[config.mk]
export PLATFORM = sky130hd
export DESIGN_NAME = static_linked_list_engine
export DESIGN_NICKNAME = d
export VERILOG_FILES = /design/src/rtl/slle_pkg.sv /design/src/rtl/slle_store.sv /design/src/rtl/slle_ctrl.sv /design/src/rtl/static_linked_list_engine.sv
export SDC_FILE = /design/constraint.sdc
export NUM_CORES = 1
export LEC_CHECK = 0
export BUFFER_PORTS_ARGS = -buffer_cell sky130_fd_sc_hd__buf_2
export CAP_MARGIN = 40
export CORE_MARGIN = 1.5
export CORE_UTILIZATION = 25
export CTS_BUF_LIST = sky130_fd_sc_hd__clkbuf_4 sky130_fd_sc_hd__clkbuf_8 sky130_fd_sc_hd__clkbuf_16
export DETAILED_ROUTE_END_ITERATION = 10
export SYNTH_ARGS = -nofsm -noshare
export SYNTH_HDL_FRONTEND = slang
export SYNTH_SLANG_ARGS = --single-unit
export TNS_END_PERCENT = 1
[constraint.sdc]
create_clock -name clock -period 12.2 [get_ports clock]
set_clock_uncertainty 0.2 [all_clocks]
set_input_delay 2.44 -clock clock [delete_from_list [all_inputs] [get_ports clock]]
set_output_delay 2.44 -clock clock [all_outputs]
set_load 0.01 [all_outputs]
[src/rtl/slle_pkg.sv]
// ----------------------------------------------------------------------------
// slle_pkg
// Shared types and codes of the static linked list engine: request kinds,
// result status codes and the result item layout.
// ----------------------------------------------------------------------------
package slle_pkg;

   localparam int VALUE_W            = 32;
   localparam int REQ_W              = 2;
   localparam int STATUS_W           = 3;
   localparam int SLOT_OUT_W         = 4;
   localparam int DEFAULT_LIST_DEPTH = 16;
   localparam int MAX_RESULTS        = 16;
   localparam int RES_CNT_W          = $clog2(MAX_RESULTS + 1);

   // request kinds
   localparam logic [REQ_W-1:0] REQ_APPEND   = 2'd0;
   localparam logic [REQ_W-1:0] REQ_SEARCH   = 2'd1;
   localparam logic [REQ_W-1:0] REQ_TRAVERSE = 2'd2;

   // result status codes
   localparam logic [STATUS_W-1:0] ST_APPENDED  = 3'd0;
   localparam logic [STATUS_W-1:0] ST_FULL      = 3'd1;
   localparam logic [STATUS_W-1:0] ST_FOUND     = 3'd2;
   localparam logic [STATUS_W-1:0] ST_NOT_FOUND = 3'd3;
   localparam logic [STATUS_W-1:0] ST_EMPTY     = 3'd4;
   localparam logic [STATUS_W-1:0] ST_TRAV_ITEM = 3'd5;

   typedef struct packed {
      logic                  last;
      logic [VALUE_W-1:0]    out_value;
      logic [SLOT_OUT_W-1:0] slot_index;
      logic [STATUS_W-1:0]   status;
   } rsp_type;

endpackage

[src/rtl/slle_store.sv]
// ----------------------------------------------------------------------------
// slle_store
// Slot storage: a value memory and a next-slot link memory, one write port
// each and a shared read address with registered read data.
// ----------------------------------------------------------------------------
module slle_store #(
   parameter int LIST_DEPTH = slle_pkg::DEFAULT_LIST_DEPTH,
   parameter int SLOT_W     = $clog2(LIST_DEPTH)
) (
   input  logic                         clock,
   input  logic                         val_we,
   input  logic [SLOT_W-1:0]            val_waddr,
   input  logic [slle_pkg::VALUE_W-1:0] val_wdata,
   input  logic                         lnk_we,
   input  logic [SLOT_W-1:0]            lnk_waddr,
   input  logic [SLOT_W-1:0]            lnk_wdata,
   input  logic [SLOT_W-1:0]            rd_addr,
   output logic [slle_pkg::VALUE_W-1:0] rd_value,
   output logic [SLOT_W-1:0]            rd_link
);
   import slle_pkg::*;

   logic [VALUE_W-1:0] value_mem [LIST_DEPTH];
   logic [SLOT_W-1:0]  link_mem  [LIST_DEPTH];

   always_ff @(posedge clock) begin
      if (val_we) begin
         value_mem[val_waddr] <= val_wdata;
      end
      rd_value <= value_mem[rd_addr];
   end

   always_ff @(posedge clock) begin
      if (lnk_we) begin
         link_mem[lnk_waddr] <= lnk_wdata;
      end
      rd_link <= link_mem[rd_addr];
   end

endmodule

[src/rtl/slle_ctrl.sv]
// ----------------------------------------------------------------------------
// slle_ctrl
// Sequencer of the list engine: list bookkeeping (count, head, tail), slot
// scans for search and traversal, and the result output register.
// ----------------------------------------------------------------------------
module slle_ctrl #(
   parameter int LIST_DEPTH = slle_pkg::DEFAULT_LIST_DEPTH,
   parameter int SLOT_W     = $clog2(LIST_DEPTH)
) (
   input  logic                         clock,
   input  logic                         reset,
   input  logic                         req_valid,
   output logic                         req_ready,
   input  logic [slle_pkg::REQ_W-1:0]   req_kind,
   input  logic [slle_pkg::VALUE_W-1:0] req_value,
   output logic                         rsp_valid,
   input  logic                         rsp_ready,
   output slle_pkg::rsp_type            rsp_item,
   output logic                         val_we,
   output logic [SLOT_W-1:0]            val_waddr,
   output logic [slle_pkg::VALUE_W-1:0] val_wdata,
   output logic                         lnk_we,
   output logic [SLOT_W-1:0]            lnk_waddr,
   output logic [SLOT_W-1:0]            lnk_wdata,
   output logic [SLOT_W-1:0]            rd_addr,
   input  logic [slle_pkg::VALUE_W-1:0] rd_value,
   input  logic [SLOT_W-1:0]            rd_link
);
   import slle_pkg::*;

   localparam int CNT_W = $clog2(LIST_DEPTH + 1);
   localparam int CMP_W = (CNT_W > RES_CNT_W) ? CNT_W : RES_CNT_W;

   localparam logic [1:0] S_IDLE   = 2'd0;
   localparam logic [1:0] S_SEARCH = 2'd1;
   localparam logic [1:0] S_TRAV   = 2'd2;
   localparam logic [1:0] S_FINAL  = 2'd3;

   logic [1:0]           state_ff, state_in;
   logic [CNT_W-1:0]     count_ff, count_in;
   logic [SLOT_W-1:0]    head_ff, head_in;
   logic [SLOT_W-1:0]    tail_ff, tail_in;
   logic [SLOT_W-1:0]    scan_ff;
   logic [VALUE_W-1:0]   key_ff, key_in;
   logic [RES_CNT_W-1:0] res_cnt_ff, res_cnt_in;
   logic                 pend_valid_ff, pend_valid_in;
   logic [SLOT_W-1:0]    pend_slot_ff, pend_slot_in;
   logic [VALUE_W-1:0]   pend_value_ff, pend_value_in;
   rsp_type              fin_ff, fin_in;
   rsp_type              out_ff, out_in;
   logic                 out_valid_ff, out_valid_in;

   logic                 out_free;
   logic                 match;
   logic                 emit_pend;
   logic                 scan_at_end;
   logic                 trav_last;
   logic                 cap_hit;
   logic                 out_load;

   function automatic logic [SLOT_OUT_W-1:0] slot4(input logic [SLOT_W-1:0] s);
      logic [SLOT_W+SLOT_OUT_W-1:0] e;
      e = {{SLOT_OUT_W{1'b0}}, s};
      return e[SLOT_OUT_W-1:0];
   endfunction

   assign out_free    = !out_valid_ff || rsp_ready;
   assign match       = (rd_value == key_ff);
   assign emit_pend   = match && pend_valid_ff;
   assign cap_hit     = (res_cnt_ff == RES_CNT_W'(MAX_RESULTS - 1));
   assign scan_at_end = (CNT_W'(scan_ff) + CNT_W'(1)) == count_ff;
   assign trav_last   = ((CMP_W'(res_cnt_ff) + CMP_W'(1)) == CMP_W'(count_ff)) || cap_hit;

   assign req_ready = (state_ff == S_IDLE);
   assign rsp_valid = out_valid_ff;
   assign rsp_item  = out_ff;

   always_comb begin
      state_in      = state_ff;
      count_in      = count_ff;
      head_in       = head_ff;
      tail_in       = tail_ff;
      key_in        = key_ff;
      res_cnt_in    = res_cnt_ff;
      pend_valid_in = pend_valid_ff;
      pend_slot_in  = pend_slot_ff;
      pend_value_in = pend_value_ff;
      fin_in        = fin_ff;
      out_in        = out_ff;
      out_load      = 1'b0;
      val_we        = 1'b0;
      val_waddr     = count_ff[SLOT_W-1:0];
      val_wdata     = req_value;
      lnk_we        = 1'b0;
      lnk_waddr     = tail_ff;
      lnk_wdata     = count_ff[SLOT_W-1:0];
      rd_addr       = scan_ff;

      unique case (state_ff)
         S_IDLE: begin
            if (req_valid) begin
               unique case (req_kind)
                  REQ_APPEND: begin
                     state_in = S_FINAL;
                     if (count_ff == CNT_W'(LIST_DEPTH)) begin
                        fin_in = '{last: 1'b1, out_value: '0, slot_index: '0,
                                   status: ST_FULL};
                     end else begin
                        // the lowest free slot is always the fill count
                        val_we   = 1'b1;
                        lnk_we   = (count_ff != '0);
                        tail_in  = count_ff[SLOT_W-1:0];
                        count_in = count_ff + CNT_W'(1);
                        if (count_ff == '0) begin
                           head_in = count_ff[SLOT_W-1:0];
                        end
                        fin_in = '{last: 1'b1, out_value: req_value,
                                   slot_index: slot4(count_ff[SLOT_W-1:0]),
                                   status: ST_APPENDED};
                     end
                  end
                  REQ_SEARCH: begin
                     key_in        = req_value;
                     res_cnt_in    = '0;
                     pend_valid_in = 1'b0;
                     rd_addr       = '0;
                     if (count_ff == '0) begin
                        state_in = S_FINAL;
                        fin_in   = '{last: 1'b1, out_value: '0, slot_index: '0,
                                     status: ST_NOT_FOUND};
                     end else begin
                        state_in = S_SEARCH;
                     end
                  end
                  REQ_TRAVERSE: begin
                     res_cnt_in = '0;
                     rd_addr    = head_ff;
                     if (count_ff == '0) begin
                        state_in = S_FINAL;
                        fin_in   = '{last: 1'b1, out_value: '0, slot_index: '0,
                                     status: ST_EMPTY};
                     end else begin
                        state_in = S_TRAV;
                     end
                  end
                  default: begin
                     state_in = S_IDLE;
                  end
               endcase
            end
         end
         S_SEARCH: begin
            // a match is held back until the next match or the end of the scan so the final one can carry last
            if (!emit_pend || out_free) begin
               rd_addr = scan_ff + SLOT_W'(1);
               if (emit_pend) begin
                  out_load = 1'b1;
                  out_in   = '{last: 1'b0, out_value: pend_value_ff,
                               slot_index: slot4(pend_slot_ff), status: ST_FOUND};
               end
               if (match) begin
                  pend_valid_in = 1'b1;
                  pend_slot_in  = scan_ff;
                  pend_value_in = rd_value;
                  res_cnt_in    = res_cnt_ff + RES_CNT_W'(1);
               end
               if (scan_at_end || (match && cap_hit)) begin
                  state_in = S_FINAL;
                  if (match) begin
                     fin_in = '{last: 1'b1, out_value: rd_value,
                                slot_index: slot4(scan_ff), status: ST_FOUND};
                  end else if (pend_valid_ff) begin
                     fin_in = '{last: 1'b1, out_value: pend_value_ff,
                                slot_index: slot4(pend_slot_ff), status: ST_FOUND};
                  end else begin
                     fin_in = '{last: 1'b1, out_value: '0, slot_index: '0,
                                status: ST_NOT_FOUND};
                  end
               end
            end
         end
         S_TRAV: begin
            if (out_free) begin
               rd_addr    = rd_link;
               out_load   = 1'b1;
               out_in     = '{last: trav_last, out_value: rd_value,
                              slot_index: slot4(scan_ff), status: ST_TRAV_ITEM};
               res_cnt_in = res_cnt_ff + RES_CNT_W'(1);
               if (trav_last) begin
                  state_in = S_IDLE;
               end
            end
         end
         S_FINAL: begin
            if (out_free) begin
               out_load = 1'b1;
               out_in   = fin_ff;
               state_in = S_IDLE;
            end
         end
         default: begin
            state_in = S_IDLE;
         end
      endcase

      if (out_load) begin
         out_valid_in = 1'b1;
      end else if (rsp_ready) begin
         out_valid_in = 1'b0;
      end else begin
         out_valid_in = out_valid_ff;
      end
   end

   always_ff @(posedge clock) begin
      if (reset) begin
         state_ff      <= S_IDLE;
         count_ff      <= '0;
         out_valid_ff  <= 1'b0;
         pend_valid_ff <= 1'b0;
         res_cnt_ff    <= '0;
      end else begin
         state_ff      <= state_in;
         count_ff      <= count_in;
         out_valid_ff  <= out_valid_in;
         pend_valid_ff <= pend_valid_in;
         res_cnt_ff    <= res_cnt_in;
      end
   end

   // head and tail are only read while the count is nonzero
   always_ff @(posedge clock) begin
      head_ff       <= head_in;
      tail_ff       <= tail_in;
      scan_ff       <= rd_addr;
      key_ff        <= key_in;
      pend_slot_ff  <= pend_slot_in;
      pend_value_ff <= pend_value_in;
      fin_ff        <= fin_in;
      out_ff        <= out_in;
   end

endmodule

[src/rtl/static_linked_list_engine.sv]
// ----------------------------------------------------------------------------
// static_linked_list_engine
// Array-based singly linked list of LIST_DEPTH slots with append, search
// and in-order traversal.
// ----------------------------------------------------------------------------
// Usage:
//   req_* carries one request item: tuser holds the request kind, tdata the
//   value. rsp_* returns result items: tuser holds the status, tdata the slot
//   index and stored value, tlast marks the final result of a request.
//   Requests are taken one at a time; req_tready is high while the sequencer
//   is idle, also while a finished result still waits in the output register.
//   Append: one result, through the final result and output registers.
//   Search: one pass over the occupied slots, one value memory read per cycle
//   unless a found result must wait on a full output register, up to 16 found
//   results. Traverse: follows the link memory one slot per cycle while the
//   output register is free, up to 16 results; each step waits on the link
//   read. An empty list or no match gives a single result. When the output
//   register is full and rsp_tready is low, the sequencer holds its position
//   and re-reads the current slot, nothing is dropped. Reset empties the list
//   by clearing the fill count; slot memories need no clearing.
// ----------------------------------------------------------------------------
module static_linked_list_engine #(
   parameter int LIST_DEPTH = slle_pkg::DEFAULT_LIST_DEPTH
) (
   input  logic                            clock,
   input  logic                            reset,
   input  logic                            req_tvalid,
   output logic                            req_tready,
   input  logic [31:0]                     req_tdata,   // item_value
   input  logic [slle_pkg::REQ_W-1:0]      req_tuser,   // req_type
   output logic                            rsp_tvalid,
   input  logic                            rsp_tready,
   output logic [39:0]                     rsp_tdata,   // slot_index, out_value, zero pad
   output logic [slle_pkg::STATUS_W-1:0]   rsp_tuser,   // status
   output logic                            rsp_tlast    // last
);
   import slle_pkg::*;

   localparam int SLOT_W = $clog2(LIST_DEPTH);

   logic                val_we;
   logic [SLOT_W-1:0]   val_waddr;
   logic [VALUE_W-1:0]  val_wdata;
   logic                lnk_we;
   logic [SLOT_W-1:0]   lnk_waddr;
   logic [SLOT_W-1:0]   lnk_wdata;
   logic [SLOT_W-1:0]   rd_addr;
   logic [VALUE_W-1:0]  rd_value;
   logic [SLOT_W-1:0]   rd_link;
   rsp_type             rsp_item;

   slle_store #(
      .LIST_DEPTH(LIST_DEPTH),
      .SLOT_W    (SLOT_W)
   ) u_store (
      .clock    (clock),
      .val_we   (val_we),
      .val_waddr(val_waddr),
      .val_wdata(val_wdata),
      .lnk_we   (lnk_we),
      .lnk_waddr(lnk_waddr),
      .lnk_wdata(lnk_wdata),
      .rd_addr  (rd_addr),
      .rd_value (rd_value),
      .rd_link  (rd_link)
   );

   slle_ctrl #(
      .LIST_DEPTH(LIST_DEPTH),
      .SLOT_W    (SLOT_W)
   ) u_ctrl (
      .clock    (clock),
      .reset    (reset),
      .req_valid(req_tvalid),
      .req_ready(req_tready),
      .req_kind (req_tuser),
      .req_value(req_tdata),
      .rsp_valid(rsp_tvalid),
      .rsp_ready(rsp_tready),
      .rsp_item (rsp_item),
      .val_we   (val_we),
      .val_waddr(val_waddr),
      .val_wdata(val_wdata),
      .lnk_we   (lnk_we),
      .lnk_waddr(lnk_waddr),
      .lnk_wdata(lnk_wdata),
      .rd_addr  (rd_addr),
      .rd_value (rd_value),
      .rd_link  (rd_link)
   );

   assign rsp_tdata = {4'b0000, rsp_item.out_value, rsp_item.slot_index};
   assign rsp_tuser = rsp_item.status;
   assign rsp_tlast = rsp_item.last;

endmodule

==> out/metrics.yaml <==
drt:
  drt-total-wl_um: 92230
  routedWlPerCell_um: 23.70
  first_pass_iters: 6
  viasPerCell: 5.009
  drc: 0
  drt_iter0_markers: 2056
  dr_total_vias: 19490
  postRouteAntennaNets: 0
timing:
  final_hold_viol_count: 0
  tightest_slew_ns: 0.9053
  finalSetupViolations: 0
  period_share_pct: 56.07
  post-route-min-period_ns: 6.841
  fin_setup_tns_ns: 0
  drv_slew: 0
  max_slew_margin_pct: 39.65
  rsz0062_at_grt: "no"
  max_freq_mhz: 146.2
logic_synthesis:
  yosys-top-cells-area: "edfxtp_1, a2111o_1, mux2i_1, and4_1, dfxtp_1"
  synth_top_cell_area_share_pct: 66.74
  synth-main-ff-cell: "edfxtp_1"
  syn-cell-area_sq_um: 32890
  async_flop_share_pct: 0
  synth-seq-cells: 785
  syn_inst: 2058
  synth_common_cells: "edfxtp_1, mux2i_1, and4_1"
  synth_edf_count: 731
  avgSynthCellArea_sq_um: 15.98
  yosysMostFrequentCell: "edfxtp_1"
  yosysSeqAreaShare_pct: 70.02
  synth_warnings: 0
  yosysUniqueCellTypes: 59
  synth_top_area_cell: "edfxtp_1"
cts:
  clk_latency_ns: 0.64
  cts_buffer_depth: 3
  cts.clk_slew.worst_paths_ns: 0.06
  cts.htree.levels: 3
  cts_buffers: 76
  postCtsHoldBufs: 0
  postCtsSetupBuffers: 0
  root_buffer: "clkbuf_16"
  ctsResizeCount: 0
  cts.sinks: 785
  cts_tree: "built"
grt:
  grt_overflow: 0
  grt_pass1_vias: 19240
  grtUsageTotal_pct: 13.31
  grt_max_degree: 93
  antenna_found_initial: 15
  grt_pass1_wl_um: 133700
floorplan:
  core-area_sq_um: 130000
  dieWidth_um: 365.7
  io_pins: 84
  fp-row-count: 132
  die-area_sq_um: 133800
  initial_core_util_pct: 25.31
  die_h_um: 365.7
worst_setup_path:
  reg2reg_depth: 10
  cp-start-kind: "input pin"
  critPathArrivalTime_ns: 7.16
  reg2reg_slack_ns: 6.53
  critical_path_class: "in -> reg"
  worstPathRequired_ns: 12.51
  endpoint_kind: "flop"
  critPathMaxFanout: 92
place:
  place_area_sq_um: 35440
  gp_congestion: 0.7690
  dp_hpwl_um: 49360
  port_buffers: 79
job:
  drv_cap: 0
worst_hold_path:
  hold_depth: 2
  hold_class: "reg -> reg"
final_layout:
  utilization_pct: 29.25
  fillers: 12820
  drive_gt1_share_pct: 16.25
  final_area_sq_um: 38020
  area_delta_synth_final_pct: 15.57
  layout.nets: 2139
pwr:
  power_density_nw_per_um2: 218.3
  power.leakage_nw: 12.92
  ir_drop_mv: 0.1521
outcome:
  status: "finished, final reports clean"
-- sequential cells by signal, indices dropped and copies added (netlist names), 2 cells and up --
| register | cells |
|---|---|
| u_ctrl.res_cnt_ff | 5 |
| u_ctrl.count_ff | 5 |
| u_ctrl.head_ff | 4 |
| u_store.value_mem | 512 |
| u_store.link_mem | 64 |
| u_ctrl.lnk_waddr | 4 |
| u_ctrl.rsp_item | 40 |
| u_ctrl.pend_slot_ff | 4 |
| u_ctrl.scan_ff | 4 |
| u_ctrl.state_ff | 2 |
| u_store.rd_link | 4 |
| u_ctrl.fin_ff | 39 |
| u_ctrl.key_ff | 32 |
| u_ctrl.pend_value_ff | 32 |
| u_store.rd_value | 32 |
-- cells in the final DEF (no fill, tap or decap), types with 12 or more instances in the layout --
| cell type | instances |
|---|---|
| nor2_1 | 39 |
| clkinv_1 | 13 |
| a22oi_1 | 37 |
| xor2_1 | 38 |
| a221oi_2 | 35 |
| inv_1 | 51 |
| a221oi_1 | 112 |
| and4_1 | 148 |
| nor2_4 | 14 |
| buf_4 | 49 |
| buf_2 | 79 |
| nand2_1 | 104 |
| clkbuf_16 | 79 |
| clkbuf_4 | 16 |
| edfxtp_1 | 731 |
| a222oi_1 | 36 |
| dfxtp_1 | 54 |
| a2111o_1 | 144 |
| mux2i_1 | 151 |
| a21oi_1 | 12 |
| ha_1 | 14 |
| nand4_1 | 38 |
-- critical path, stage by stage --
cell and delay (ns):
buf_2 0.10, inv_1 0.06, ha_1 0.43, nand2_1 0.19, a21oi_1 0.19, o22ai_1 0.13, mux2i_4 0.14, buf_4 0.51
and3_4 0.65, clkinv_4 0.81, buf_4 0.63, a221oi_1 0.41, a2111o_1 0.18, nand4_1 0.11
-- kinds of logic (layout without fill, tap and decap cells) --
family                   Yosys count  after routing  share of synthesized area (%)
flip-flops                       785            785                          70.02
AO/OA/AOI/OAI                    411            411                          12.40
AND/OR/NAND/NOR                  400            400                          7.771
buffers and inverters            246            333                          3.306
multiplexers                     152            152                          4.626
XOR/XNOR                          47             47                          1.251
adder cells (fa/ha/maj)           16             16                         0.6086
other                              1              5                        0.01140
-- report_power, final --
part           leakage (nW)  switching (mW)  internal [mW]
Sequential             7.18           0.154           3.18
Clock                  1.29            1.01           1.40
Combinational          4.45            1.60          0.950
Total                  12.9            2.77           5.53
-- routing by layer --
metal  share of wire, %  track usage, %  vias up  wire (um)
met5              0.026               0        -         24
met1                 41           16.91     9906      37720
met2                 49           22.80      812      45510
met3                7.0           2.472      164       6441
met4                2.7           4.143        4       2527
li1                   -               -     8605          -
-- per-stage QoR --
stage	instances	worst slack, ns	hold WS (ns)	power (mW)
after global placement	3740	4.860	0.2713	5.838
after floorplan	2061	5.356	0.2064	5.134
after detailed placement	3749	4.822	0.2852	5.934
final	3891	5.359	0.2986	8.298
after global routing	3891	5.098	0.3334	8.637
after CTS	3890	5.479	0.3004	8.336
-- final cells by class --
type | instances | area [sq um] | share of cell area, %
flip-flops and latches | 785 | 23030 | 60.59
multi-input cells | 1030 | 9025 | 23.74
clock buffers | 105 | 2235 | 5.878
well taps | 1742 | 2180 | 5.733
repair buffers | 137 | 996.0 | 2.620
clock inverters | 36 | 334.1 | 0.8788
inverters | 55 | 211.5 | 0.5562
diodes | 1 | 2.502 | 0.006583
-- final timing paths --
check,from,end
max,req_tuser[0],u_store.rd_value[15]$_DFF_P_
min,u_ctrl.res_cnt_ff[4]$_SDFFE_PP0P_,u_ctrl.res_cnt_ff[4]$_SDFFE_PP0P_
max reg2reg,u_store.rd_value[13]$_DFF_P_,u_store.rd_value[15]$_DFF_P_
min reg2reg,u_ctrl.res_cnt_ff[4]$_SDFFE_PP0P_,u_ctrl.res_cnt_ff[4]$_SDFFE_PP0P_
Note: power is estimated with default switching activity, not from simulation.
